<file path="config.mk">
export PLATFORM = sky130hd
export DESIGN_NAME = gyro_assisted_arcade_mix_unit
export DESIGN_NICKNAME = d
export VERILOG_FILES = /design/src/rtl/gam_pkg.sv /design/src/rtl/gam_front.sv /design/src/rtl/gam_div_cell.sv /design/src/rtl/gyro_assisted_arcade_mix_unit.sv
export SDC_FILE = /design/constraint.sdc
export NUM_CORES = 2
export LEC_CHECK = 0
export BUFFER_PORTS_ARGS = -buffer_cell sky130_fd_sc_hd__clkbuf_2
export CAP_MARGIN = 20
export CORE_MARGIN = 10
export CORE_UTILIZATION = 30
export DETAILED_ROUTE_END_ITERATION = 6
export GPL_TIMING_DRIVEN = 0
export PLACE_DENSITY = 0.49
export SYNTH_ARGS = -nofsm -noshare
export SYNTH_HDL_FRONTEND = slang
export SYNTH_SLANG_ARGS = --single-unit
</file>
<file path="constraint.sdc">
create_clock -name clk -period 16.3 [get_ports clk]
set_input_delay 3.26 -clock clk [delete_from_list [all_inputs] [get_ports clk]]
set_output_delay 3.26 -clock clk [all_outputs]
set_load 0.02 [all_outputs]
</file>
<file path="src/rtl/gam_pkg.sv">
// gam_pkg: shared constants, register codes and control types for the gyro-assisted
// arcade mix unit
// no dependencies
package gam_pkg;

	// default fraction bits of the Q format
	localparam int FRAC_BITS_DEF = 14;

	// port widths
	localparam int IN_W       = 16;
	localparam int OUT_W      = 16;
	localparam int SCALE_W    = 12;
	localparam int GAIN_W     = 16;
	localparam int LIMIT_W    = 15;
	localparam int CFG_IDX_W  = 2;
	localparam int CFG_DATA_W = 16;

	// correction product is scaled down by this many bits, rounded
	localparam int GAIN_SHIFT = 22;

	// register indexes
	typedef enum logic [CFG_IDX_W-1:0] {
		REG_TURN_RATE_SCALE  = 2'd0,
		REG_CORRECTION_GAIN  = 2'd1,
		REG_CORRECTION_LIMIT = 2'd2
	} gam_reg_t;

	// register reset values
	localparam logic [SCALE_W-1:0] SCALE_RST = 12'd320;
	localparam logic [GAIN_W-1:0]  GAIN_RST  = 16'd524;
	localparam logic [LIMIT_W-1:0] LIMIT_RST = 15'd3277;

	// per-request control that rides along the divider chain
	typedef struct packed {
		logic sign_l;
		logic sign_r;
		logic div_en;
	} gam_ctl_t;

	// magnitude bits that cover both a 16-bit input and one in Q format
	function automatic int frac_max(input int p);
		return (p > 15) ? p : 15;
	endfunction

endpackage

</file>
<file path="src/rtl/gam_front.sv">
// gam_front: clamp, gyro correction and mixing pipeline, five stages
// ends with the dividend, divisor and preloaded quotient for the divider chain
// depends on gam_pkg
module gam_front import gam_pkg::*; #(
	parameter int FRAC_BITS = FRAC_BITS_DEF,
	parameter int NW        = frac_max(FRAC_BITS) + FRAC_BITS + 4,
	parameter int DW        = frac_max(FRAC_BITS) + 3,
	parameter int QW        = FRAC_BITS + 1
) (
	input  logic                       clk,
	input  logic                       arst_n,
	input  logic                       in_valid,
	output logic                       in_ready,
	input  logic signed [IN_W-1:0]     throttle,
	input  logic signed [IN_W-1:0]     turn,
	input  logic signed [IN_W-1:0]     angular_rate,
	input  logic [SCALE_W-1:0]         turn_rate_scale,
	input  logic [GAIN_W-1:0]          correction_gain,
	input  logic [LIMIT_W-1:0]         correction_limit,
	output logic                       dn_valid,
	input  logic                       dn_ready,
	output gam_ctl_t                   ctl,
	output logic [NW-1:0]              rem_l,
	output logic [NW-1:0]              rem_r,
	output logic [DW-1:0]              den,
	output logic [QW-1:0]              q_l,
	output logic [QW-1:0]              q_r
);

	localparam int MAXB = frac_max(FRAC_BITS);
	localparam int TW   = MAXB + 2;
	localparam int PW   = TW + SCALE_W + 1;
	localparam int EW   = MAXB + 17;
	localparam int EMW  = EW - 1;
	localparam int GPW  = EMW + GAIN_W;
	localparam int CMW  = GPW + 1 - GAIN_SHIFT;
	localparam int LW   = MAXB + 3;
	localparam int MW   = LW - 1;

	localparam logic signed [TW-1:0] ONE_T     = {{(TW-1){1'b0}}, 1'b1} << FRAC_BITS;
	localparam logic signed [TW-1:0] NEG_ONE_T = -ONE_T;
	localparam logic [MW-1:0]        ONE_M     = {{(MW-1){1'b0}}, 1'b1} << FRAC_BITS;
	localparam logic [QW-1:0]        ONE_Q     = {{(QW-1){1'b0}}, 1'b1} << FRAC_BITS;
	localparam logic [GPW:0]         RND       = {{GPW{1'b0}}, 1'b1} << (GAIN_SHIFT - 1);

	// stage valids and ready chain
	logic v_s1, v_s2, v_s3, v_s4, v_s5;
	logic rdy1, rdy2, rdy3, rdy4, rdy5;

	assign rdy5     = !v_s5 || dn_ready;
	assign rdy4     = !v_s4 || rdy5;
	assign rdy3     = !v_s3 || rdy4;
	assign rdy2     = !v_s2 || rdy3;
	assign rdy1     = !v_s1 || rdy2;
	assign in_ready = rdy1;
	assign dn_valid = v_s5;

	always_ff @(posedge clk or negedge arst_n) begin
		if (!arst_n) begin
			v_s1 <= 1'b0;
			v_s2 <= 1'b0;
			v_s3 <= 1'b0;
			v_s4 <= 1'b0;
			v_s5 <= 1'b0;
		end else begin
			if (rdy1) v_s1 <= in_valid;
			if (rdy2) v_s2 <= v_s1;
			if (rdy3) v_s3 <= v_s2;
			if (rdy4) v_s4 <= v_s3;
			if (rdy5) v_s5 <= v_s4;
		end
	end

	// stage 1: clamp commands, turn times rate scale
	logic signed [TW-1:0]   thr_x, trn_x, thr_c, trn_c;
	logic signed [TW-1:0]   thr_s1, trn_s1;
	logic signed [IN_W-1:0] rate_s1;
	logic signed [PW-1:0]   prod_s1;

	always_comb begin
		thr_x = $signed({{(TW-IN_W){throttle[IN_W-1]}}, throttle});
		trn_x = $signed({{(TW-IN_W){turn[IN_W-1]}}, turn});
		thr_c = (thr_x > ONE_T) ? ONE_T : ((thr_x < NEG_ONE_T) ? NEG_ONE_T : thr_x);
		trn_c = (trn_x > ONE_T) ? ONE_T : ((trn_x < NEG_ONE_T) ? NEG_ONE_T : trn_x);
	end

	always_ff @(posedge clk) begin
		if (rdy1) begin
			thr_s1  <= thr_c;
			trn_s1  <= trn_c;
			rate_s1 <= angular_rate;
			prod_s1 <= $signed({{(PW-TW){trn_c[TW-1]}}, trn_c})
				* $signed({{(PW-SCALE_W){1'b0}}, turn_rate_scale});
		end
	end

	// stage 2: rate error, split into sign and magnitude
	logic signed [EW-1:0] err;
	logic [EW-1:0]        err_abs;
	logic [EMW-1:0]       emag_s2;
	logic                 esign_s2;
	logic signed [TW-1:0] thr_s2, trn_s2;

	always_comb begin
		err = $signed({{(EW-PW){prod_s1[PW-1]}}, prod_s1})
			- ($signed({{(EW-IN_W){rate_s1[IN_W-1]}}, rate_s1}) <<< FRAC_BITS);
		err_abs = err[EW-1] ? -err : err;
	end

	always_ff @(posedge clk) begin
		if (rdy2) begin
			emag_s2  <= err_abs[EMW-1:0];
			esign_s2 <= err[EW-1];
			thr_s2   <= thr_s1;
			trn_s2   <= trn_s1;
		end
	end

	// stage 3: error magnitude times gain
	logic [GPW-1:0]       gp_s3;
	logic                 esign_s3;
	logic signed [TW-1:0] thr_s3, trn_s3;

	always_ff @(posedge clk) begin
		if (rdy3) begin
			gp_s3    <= {{GAIN_W{1'b0}}, emag_s2} * {{EMW{1'b0}}, correction_gain};
			esign_s3 <= esign_s2;
			thr_s3   <= thr_s2;
			trn_s3   <= trn_s2;
		end
	end

	// stage 4: round, clamp to limit, mix left and right
	logic [GPW:0]         gsum;
	logic [CMW-1:0]       cm;
	logic [LIMIT_W-1:0]   cmin;
	logic signed [LW-1:0] cx, cv, tx, ux, l_w, r_w;
	logic signed [LW-1:0] l_s4, r_s4;

	always_comb begin
		gsum = {1'b0, gp_s3} + RND;
		cm   = gsum[GPW:GAIN_SHIFT];
		cmin = (cm > {{(CMW-LIMIT_W){1'b0}}, correction_limit})
			? correction_limit : cm[LIMIT_W-1:0];
		cx   = $signed({{(LW-LIMIT_W){1'b0}}, cmin});
		cv   = esign_s3 ? -cx : cx;
		tx   = $signed({{(LW-TW){thr_s3[TW-1]}}, thr_s3});
		ux   = $signed({{(LW-TW){trn_s3[TW-1]}}, trn_s3});
		l_w  = tx - ux - cv;
		r_w  = tx + ux + cv;
	end

	always_ff @(posedge clk) begin
		if (rdy4) begin
			l_s4 <= l_w;
			r_s4 <= r_w;
		end
	end

	// stage 5: peak magnitude, dividend and divisor, or pass-through quotient
	logic [LW-1:0] l_abs, r_abs;
	logic [MW-1:0] lmag, rmag, mpk;
	logic          need_div;
	gam_ctl_t      ctl_s5;
	logic [NW-1:0] rem_l_s5, rem_r_s5;
	logic [DW-1:0] den_s5;
	logic [QW-1:0] q_l_s5, q_r_s5;

	always_comb begin
		l_abs    = l_s4[LW-1] ? -l_s4 : l_s4;
		r_abs    = r_s4[LW-1] ? -r_s4 : r_s4;
		lmag     = l_abs[MW-1:0];
		rmag     = r_abs[MW-1:0];
		mpk      = (lmag > rmag) ? lmag : rmag;
		need_div = mpk > ONE_M;
	end

	always_ff @(posedge clk) begin
		if (rdy5) begin
			ctl_s5.sign_l <= l_s4[LW-1];
			ctl_s5.sign_r <= r_s4[LW-1];
			ctl_s5.div_en <= need_div;
			rem_l_s5 <= ({{(NW-MW){1'b0}}, lmag} << (FRAC_BITS + 1))
				+ {{(NW-MW){1'b0}}, mpk};
			rem_r_s5 <= ({{(NW-MW){1'b0}}, rmag} << (FRAC_BITS + 1))
				+ {{(NW-MW){1'b0}}, mpk};
			den_s5   <= {mpk, 1'b0};
			q_l_s5   <= need_div ? '0 : lmag[QW-1:0];
			q_r_s5   <= need_div ? '0 : rmag[QW-1:0];
		end
	end

	assign ctl   = ctl_s5;
	assign rem_l = rem_l_s5;
	assign rem_r = rem_r_s5;
	assign den   = den_s5;
	assign q_l   = q_l_s5;
	assign q_r   = q_r_s5;

	// a pass-through quotient never exceeds one
	a_bypass_in_range: assert property (@(posedge clk) disable iff (!arst_n)
		(v_s5 && !ctl_s5.div_en) |-> (q_l_s5 <= ONE_Q && q_r_s5 <= ONE_Q))
		else $error("pass-through quotient above one");

endmodule

</file>
<file path="src/rtl/gam_div_cell.sv">
// gam_div_cell: one restoring-division cell, decides one quotient bit for both lanes
// and hands the partial remainders to the next cell; depends on gam_pkg
module gam_div_cell import gam_pkg::*; #(
	parameter int NW  = frac_max(FRAC_BITS_DEF) + FRAC_BITS_DEF + 4,
	parameter int DW  = frac_max(FRAC_BITS_DEF) + 3,
	parameter int QW  = FRAC_BITS_DEF + 1,
	parameter int BIT = 0
) (
	input  logic          clk,
	input  logic          arst_n,
	input  logic          up_valid,
	output logic          up_ready,
	input  gam_ctl_t      ctl_in,
	input  logic [NW-1:0] rem_l_in,
	input  logic [NW-1:0] rem_r_in,
	input  logic [DW-1:0] den_in,
	input  logic [QW-1:0] q_l_in,
	input  logic [QW-1:0] q_r_in,
	output logic          dn_valid,
	input  logic          dn_ready,
	output gam_ctl_t      ctl_out,
	output logic [NW-1:0] rem_l_out,
	output logic [NW-1:0] rem_r_out,
	output logic [DW-1:0] den_out,
	output logic [QW-1:0] q_l_out,
	output logic [QW-1:0] q_r_out
);

	logic          valid_q;
	gam_ctl_t      ctl_q;
	logic [NW-1:0] rem_l_q, rem_r_q;
	logic [DW-1:0] den_q;
	logic [QW-1:0] q_l_q, q_r_q;

	// trial subtract of the shifted divisor
	logic [NW-1:0] dsh, dsh_q;
	logic          fit_l, fit_r;

	always_comb begin
		dsh   = {{(NW-DW){1'b0}}, den_in} << BIT;
		dsh_q = {{(NW-DW){1'b0}}, den_q} << BIT;
		fit_l = ctl_in.div_en && (rem_l_in >= dsh);
		fit_r = ctl_in.div_en && (rem_r_in >= dsh);
	end

	assign up_ready = !valid_q || dn_ready;

	always_ff @(posedge clk or negedge arst_n) begin
		if (!arst_n) begin
			valid_q <= 1'b0;
		end else if (up_ready) begin
			valid_q <= up_valid;
		end
	end

	// quotient bit and remainder update
	always_ff @(posedge clk) begin
		if (up_ready) begin
			ctl_q   <= ctl_in;
			den_q   <= den_in;
			rem_l_q <= fit_l ? (rem_l_in - dsh) : rem_l_in;
			rem_r_q <= fit_r ? (rem_r_in - dsh) : rem_r_in;
			q_l_q   <= q_l_in | ({{(QW-1){1'b0}}, fit_l} << BIT);
			q_r_q   <= q_r_in | ({{(QW-1){1'b0}}, fit_r} << BIT);
		end
	end

	assign dn_valid  = valid_q;
	assign ctl_out   = ctl_q;
	assign rem_l_out = rem_l_q;
	assign rem_r_out = rem_r_q;
	assign den_out   = den_q;
	assign q_l_out   = q_l_q;
	assign q_r_out   = q_r_q;

	// restoring invariant: remainder stays below the divisor at this weight
	a_rem_bound: assert property (@(posedge clk) disable iff (!arst_n)
		(valid_q && ctl_q.div_en) |-> (rem_l_q < dsh_q && rem_r_q < dsh_q))
		else $error("division remainder out of bound");

	// pass-through requests keep their quotient
	a_bypass_hold: assert property (@(posedge clk) disable iff (!arst_n)
		(up_valid && up_ready && !ctl_in.div_en)
		|=> (q_l_q == $past(q_l_in) && q_r_q == $past(q_r_in)))
		else $error("pass-through quotient changed in divider");

endmodule

</file>
<file path="src/rtl/gyro_assisted_arcade_mix_unit.sv">
// gyro_assisted_arcade_mix_unit: five front stages, one divider cell per quotient bit (FRAC_BITS+1),
// one output register. throughput one request per cycle while out_ready is high; every stage moves
// on its own ready, so bubbles close up.
// reset clears all valid bits and loads the register defaults (320, 524, 3277).
// depends on gam_pkg, gam_front, gam_div_cell
module gyro_assisted_arcade_mix_unit import gam_pkg::*; #(
	parameter int FRAC_BITS = FRAC_BITS_DEF
) (
	input  logic                    clk,
	input  logic                    arst_n,
	input  logic                    in_valid,
	output logic                    in_ready,
	input  logic signed [IN_W-1:0]  throttle,
	input  logic signed [IN_W-1:0]  turn,
	input  logic signed [IN_W-1:0]  angular_rate,
	output logic                    out_valid,
	input  logic                    out_ready,
	output logic signed [OUT_W-1:0] left_drive,
	output logic signed [OUT_W-1:0] right_drive,
	input  logic                    cfg_valid,
	output logic                    cfg_ready,
	input  logic [CFG_IDX_W-1:0]    cfg_index,
	input  logic [CFG_DATA_W-1:0]   cfg_data
);

	localparam int MAXB  = frac_max(FRAC_BITS);
	localparam int LW    = MAXB + 3;
	localparam int NW    = MAXB + FRAC_BITS + 4;
	localparam int DW    = MAXB + 3;
	localparam int QW    = FRAC_BITS + 1;
	localparam int NCELL = FRAC_BITS + 1;
	localparam int ONE_I = 1 << FRAC_BITS;

	// configuration registers
	logic [SCALE_W-1:0] scale_q;
	logic [GAIN_W-1:0]  gain_q;
	logic [LIMIT_W-1:0] limit_q;

	assign cfg_ready = 1'b1;

	always_ff @(posedge clk or negedge arst_n) begin
		if (!arst_n) begin
			scale_q <= SCALE_RST;
			gain_q  <= GAIN_RST;
			limit_q <= LIMIT_RST;
		end else if (cfg_valid && cfg_ready) begin
			case (cfg_index)
				REG_TURN_RATE_SCALE:  scale_q <= cfg_data[SCALE_W-1:0];
				REG_CORRECTION_GAIN:  gain_q  <= cfg_data[GAIN_W-1:0];
				REG_CORRECTION_LIMIT: limit_q <= cfg_data[LIMIT_W-1:0];
				default: ;
			endcase
		end
	end

	// links between front, divider cells and output register
	logic          vld_c [0:NCELL];
	logic          rdy_c [0:NCELL];
	gam_ctl_t      ctl_c [0:NCELL];
	logic [NW-1:0] rem_l_c [0:NCELL];
	logic [NW-1:0] rem_r_c [0:NCELL];
	logic [DW-1:0] den_c [0:NCELL];
	logic [QW-1:0] q_l_c [0:NCELL];
	logic [QW-1:0] q_r_c [0:NCELL];

	gam_front #(
		.FRAC_BITS (FRAC_BITS),
		.NW        (NW),
		.DW        (DW),
		.QW        (QW)
	) u_front (
		.clk              (clk),
		.arst_n           (arst_n),
		.in_valid         (in_valid),
		.in_ready         (in_ready),
		.throttle         (throttle),
		.turn             (turn),
		.angular_rate     (angular_rate),
		.turn_rate_scale  (scale_q),
		.correction_gain  (gain_q),
		.correction_limit (limit_q),
		.dn_valid         (vld_c[0]),
		.dn_ready         (rdy_c[0]),
		.ctl              (ctl_c[0]),
		.rem_l            (rem_l_c[0]),
		.rem_r            (rem_r_c[0]),
		.den              (den_c[0]),
		.q_l              (q_l_c[0]),
		.q_r              (q_r_c[0])
	);

	// divider chain, most significant quotient bit first
	for (genvar k = 0; k < NCELL; k++) begin : g_cell
		gam_div_cell #(
			.NW  (NW),
			.DW  (DW),
			.QW  (QW),
			.BIT (FRAC_BITS - k)
		) u_cell (
			.clk       (clk),
			.arst_n    (arst_n),
			.up_valid  (vld_c[k]),
			.up_ready  (rdy_c[k]),
			.ctl_in    (ctl_c[k]),
			.rem_l_in  (rem_l_c[k]),
			.rem_r_in  (rem_r_c[k]),
			.den_in    (den_c[k]),
			.q_l_in    (q_l_c[k]),
			.q_r_in    (q_r_c[k]),
			.dn_valid  (vld_c[k+1]),
			.dn_ready  (rdy_c[k+1]),
			.ctl_out   (ctl_c[k+1]),
			.rem_l_out (rem_l_c[k+1]),
			.rem_r_out (rem_r_c[k+1]),
			.den_out   (den_c[k+1]),
			.q_l_out   (q_l_c[k+1]),
			.q_r_out   (q_r_c[k+1])
		);
	end

	// output register: apply sign, drives are negated
	logic                 out_valid_q;
	logic [OUT_W-1:0]     left_q, right_q;
	logic signed [LW-1:0] ql_x, qr_x, lo_w, ro_w;

	assign rdy_c[NCELL] = !out_valid_q || out_ready;

	always_comb begin
		ql_x = $signed({{(LW-QW){1'b0}}, q_l_c[NCELL]});
		qr_x = $signed({{(LW-QW){1'b0}}, q_r_c[NCELL]});
		lo_w = ctl_c[NCELL].sign_l ? ql_x : -ql_x;
		ro_w = ctl_c[NCELL].sign_r ? qr_x : -qr_x;
	end

	always_ff @(posedge clk or negedge arst_n) begin
		if (!arst_n) begin
			out_valid_q <= 1'b0;
		end else if (rdy_c[NCELL]) begin
			out_valid_q <= vld_c[NCELL];
		end
	end

	always_ff @(posedge clk) begin
		if (rdy_c[NCELL]) begin
			left_q  <= lo_w[OUT_W-1:0];
			right_q <= ro_w[OUT_W-1:0];
		end
	end

	assign out_valid   = out_valid_q;
	assign left_drive  = $signed(left_q);
	assign right_drive = $signed(right_q);

	// drives stay within one when one fits the output format
	a_left_bound: assert property (@(posedge clk) disable iff (!arst_n)
		(FRAC_BITS <= 14 && out_valid)
		|-> ($signed(left_drive) <= ONE_I && $signed(left_drive) >= -ONE_I))
		else $error("left drive beyond full scale");

	a_right_bound: assert property (@(posedge clk) disable iff (!arst_n)
		(FRAC_BITS <= 14 && out_valid)
		|-> ($signed(right_drive) <= ONE_I && $signed(right_drive) >= -ONE_I))
		else $error("right drive beyond full scale");

endmodule

</file>
==> impl_metrics.prom <==
# TYPE chip_impl_metric gauge
chip_impl_info{name="holdCritStartpoint",value="g_cell[1].u_cell.q_l_out[7]$_DFFE_PP_"} 1
chip_impl_metric{name="first_global_vias",unit=""} 81600
chip_impl_metric{name="synth.lib_cells_used.distinct",unit=""} 84
chip_impl_info{name="timing.critical_path.to_type",value="output port"} 1
chip_impl_metric{name="timing.max_slew.rel_slack",unit="%"} 28.9
chip_impl_metric{name="port_buffers",unit=""} 104
chip_impl_metric{name="num_vias",unit=""} 79000
chip_impl_metric{name="worst_path_arrival_time",unit="ps"} 8400
chip_impl_metric{name="filler_cell_count",unit=""} 38900
chip_impl_metric{name="cts_setup_buffers",unit=""} 0
chip_impl_info{name="run_status",value="finished, final reports clean"} 1
chip_impl_metric{name="largest_fanout_on_the_critical_path",unit=""} 50
chip_impl_metric{name="avgSynthCellArea",unit="um^2"} 11.3
chip_impl_metric{name="drt_first_pass_iters",unit=""} 6
chip_impl_info{name="synth-main-ff-cell",value="edfxtp_1"} 1
chip_impl_metric{name="grt_pass1_wl",unit="um"} 498000
chip_impl_metric{name="cts_resized",unit=""} 0
chip_impl_metric{name="h-tree-depth",unit=""} 4
chip_impl_metric{name="top_level_ports",unit=""} 106
chip_impl_info{name="cts.root.buffer_cell",value="clkbuf_16"} 1
chip_impl_metric{name="share_of_synthesized_flip_flops_with_an_asynchronous_set_or_reset",unit="%"} 3.48
chip_impl_metric{name="antenna_found_initial",unit=""} 14
chip_impl_info{name="synth_top_area_cell",value="edfxtp_1"} 1
chip_impl_info{name="synth_most_common_cell",value="edfxtp_1"} 1
chip_impl_metric{name="cts_num_sinks",unit=""} 1837
chip_impl_metric{name="synth.cell_area",unit="um^2"} 118000
chip_impl_metric{name="fp-row-count",unit=""} 230
chip_impl_info{name="rsz0062_at_grt",value="no"} 1
chip_impl_metric{name="fin_util",unit="%"} 33.9
chip_impl_metric{name="worst_ep_required_time",unit="ps"} 13040
chip_impl_metric{name="slew_violations",unit=""} 0
chip_impl_metric{name="synth_enable_flop_cells",unit=""} 1773
chip_impl_metric{name="synthCells",unit=""} 10500
chip_impl_metric{name="initial_core_util",unit="%"} 30.1
chip_impl_metric{name="drt_iter0_markers",unit=""} 5457
chip_impl_info{name="rr_startpoint",value="u_front.gp_s3[21]$_DFFE_PP_"} 1
chip_impl_metric{name="drt-total-wl",unit="um"} 328000
chip_impl_metric{name="die_height",unit="um"} 647
chip_impl_info{name="timing.hold.worst.class",value="reg -> reg"} 1
chip_impl_info{name="netlist_top_cells_count",value="edfxtp_1, inv_1, nand2_1"} 1
chip_impl_metric{name="ys.warnings.count",unit=""} 0
chip_impl_metric{name="post-route-drc-count",unit=""} 0
chip_impl_info{name="type_of_the_setup_path_with_the_least_slack",value="in -> out"} 1
chip_impl_info{name="rr_endpoint",value="u_front.r_s4[17]$_DFFE_PP_"} 1
chip_impl_metric{name="grt_use_total",unit="%"} 15.3
chip_impl_metric{name="fp.dieW",unit="um"} 647
chip_impl_metric{name="timing.reg2reg.setup_slack",unit="ps"} 6890
chip_impl_metric{name="post_drt_wl_per_cell",unit="um"} 20.2
chip_impl_metric{name="drive_gt1_share",unit="%"} 7.04
chip_impl_metric{name="clkSlewWorstSetupHoldPaths",unit="ps"} 60
chip_impl_metric{name="finClkSkew",unit="ps"} 52.2
chip_impl_metric{name="ys_ff_latch",unit=""} 1837
chip_impl_metric{name="layout-area-overhead-vs-synth",unit="%"} 12.6
chip_impl_metric{name="nets",unit=""} 12300
chip_impl_metric{name="timing.fmax",unit="MHz"} 85.8
chip_impl_metric{name="synth_top_cell_area_share",unit="%"} 45.1
chip_impl_metric{name="insertion_delay_to_the_later_sink_of_the_worst_skew_pair",unit="ps"} 920
chip_impl_metric{name="finalHoldViolations",unit=""} 0
chip_impl_metric{name="cts-hold-fix-buffers",unit=""} 0
chip_impl_metric{name="r2r_cells",unit=""} 33
chip_impl_metric{name="min_delay_path_depth",unit=""} 0
chip_impl_info{name="tritoncts_clock_tree",value="done"} 1
chip_impl_metric{name="dp_hpwl",unit="um"} 263000
chip_impl_metric{name="floorplan.core_area",unit="um^2"} 392000
chip_impl_metric{name="area_of_the_die",unit="um^2"} 419000
chip_impl_metric{name="synth_nets",unit=""} 11900
chip_impl_metric{name="globalRoute.totalOverflow",unit=""} 0
chip_impl_metric{name="ctsLongestPathBuffers",unit=""} 4
chip_impl_metric{name="layout_worst_path_cycle_share",unit="%"} 71.5
chip_impl_metric{name="tritoncts.num_buffers",unit=""} 211
chip_impl_metric{name="maximum_number_of_pins_on_one_net_before_global_route_repair",unit=""} 77
chip_impl_metric{name="setup_violations",unit=""} 0
chip_impl_info{name="start_kind",value="input port"} 1
chip_impl_metric{name="route.antenna.remaining_nets",unit=""} 0
chip_impl_metric{name="worst-slew-pin-transition",unit="ps"} 1070
chip_impl_info{name="worst_hold_path.endpoint",value="g_cell[2].u_cell.q_l_out[7]$_DFFE_PP_"} 1
chip_impl_metric{name="finalWorstPathRequiredPeriod",unit="ps"} 11660
chip_impl_metric{name="gp_congestion",unit=""} 0.891
chip_impl_metric{name="maxCapViolCount",unit=""} 0
chip_impl_metric{name="post_drt_via_cell_ratio",unit=""} 4.87
chip_impl_metric{name="synth-seq-area-share",unit="%"} 46.4
chip_impl_info{name="yosys-top-cells-area",value="edfxtp_1, fa_1, ha_1, inv_1, nand2_1"} 1
## state kept, by name, summed over array words and instances, names as in the netlist, 18 cells and up
| signal | cells |
|---|---|
| g_cell.u_cell.rem_r_out | 462 |
| u_front.prod_s1 | 30 |
| u_front.rem_r | 33 |
| u_front.gp_s3 | 26 |
| u_front.rem_l | 18 |
| g_cell.u_cell.den_out | 119 |
| g_cell.u_cell.q_r_out | 225 |
| g_cell.u_cell.q_l_out | 225 |
| g_cell.u_cell.rem_l_out | 343 |
| u_front.l_s4 | 18 |
| g_cell.u_cell.ctl_out | 44 |
| u_front.emag_s2 | 31 |
| u_front.r_s4 | 18 |
## kinds of logic after synthesis
kind of cell	Yosys count	synth area share (%)
XOR/XNOR	787	5.84
AO/OA/AOI/OAI	1759	9.38
adder cells (fa/ha/maj)	1424	19.2
flip-flops	1837	46.4
buffers and inverters	1400	4.46
AND/OR/NAND/NOR	3012	12.5
multiplexers	230	2.15
other	1	0.00318
## cell usage in the layout (no fill, tap or decap), types with 121 or more instances in the layout
cell type and instances:
a21o_1 220, a21oi_1 461, and2_1 202, and3_1 125, clkbuf_1 259, clkbuf_16 213
edfxtp_1 1773, fa_1 650, ha_1 774, inv_1 1152, mux2_2 187, nand2_1 1044
nand2b_1 134, nand3_1 136, nand4_1 121, nor2_1 525, nor3_1 199, o21ai_0 490
xnor2_1 405, xor2_1 382
## through the flow
stage          area [um^2]  setup slack (ps)  hold slack (ps)  instances  TNS, ps
3_5_place_dp        126000              4590              405      15800        0
5_1_grt             133000              4240              385      16200        0
3_3_place_gp        125000             -5410              401      15800  -309210
6_report            133000              4640              376      16200        0
4_1_cts             133000              4560              369      16200        0
2_1_floorplan       118000              1110              400      10500        0
## routing by layer
metal / part of all wire, % / global-route usage (%)
met3: 4.4 / 1.99
met1: 44 / 19.7
met5: 0.0082 / 0
met4: 4.9 / 6.54
met2: 47 / 25.7
## how the worst max path moves through the flow
stage	endpoint	slack, ps	cells past startpoint	from
global route	in_ready	4240	15	out_ready
CTS	in_ready	4560	15	out_ready
global placement	in_ready	-5410	12	out_ready
detailed placement	in_ready	4590	15	out_ready
finish	in_ready	4640	15	out_ready
floorplan	in_ready	1110	10	out_ready
## worst max-delay path, stage by stage
cell and delay [ps]:
clkbuf_2 80, nor2b_1 440, nand2_1 480, nor2_1 490
and2_1 350, inv_4 240, nor3_1 680, and2_1 440
nand3_4 150, buf_16 220, buf_12 250, nor2_1 450
nand4_1 340, buf_8 260, clkbuf_2 170
## cell type report
cell class                      count  area, um^2  area share (%)
Multi-Input combinational cell   7213       58100            43.7
Sequential cell                  1837       54900            41.2
Tap cell                         5220        6530            4.91
Clock buffer                      245        5480            4.12
Inverter                         1157        4360            3.27
Clock inverter                    145        1410            1.06
Timing Repair Buffer              147        1350            1.01
Buffer                            243         927           0.697
Antenna cell                        6        15.0          0.0113
Power is not shown: default switching activity piles up to over one toggle a cycle in this logic, so the estimate is an artifact.
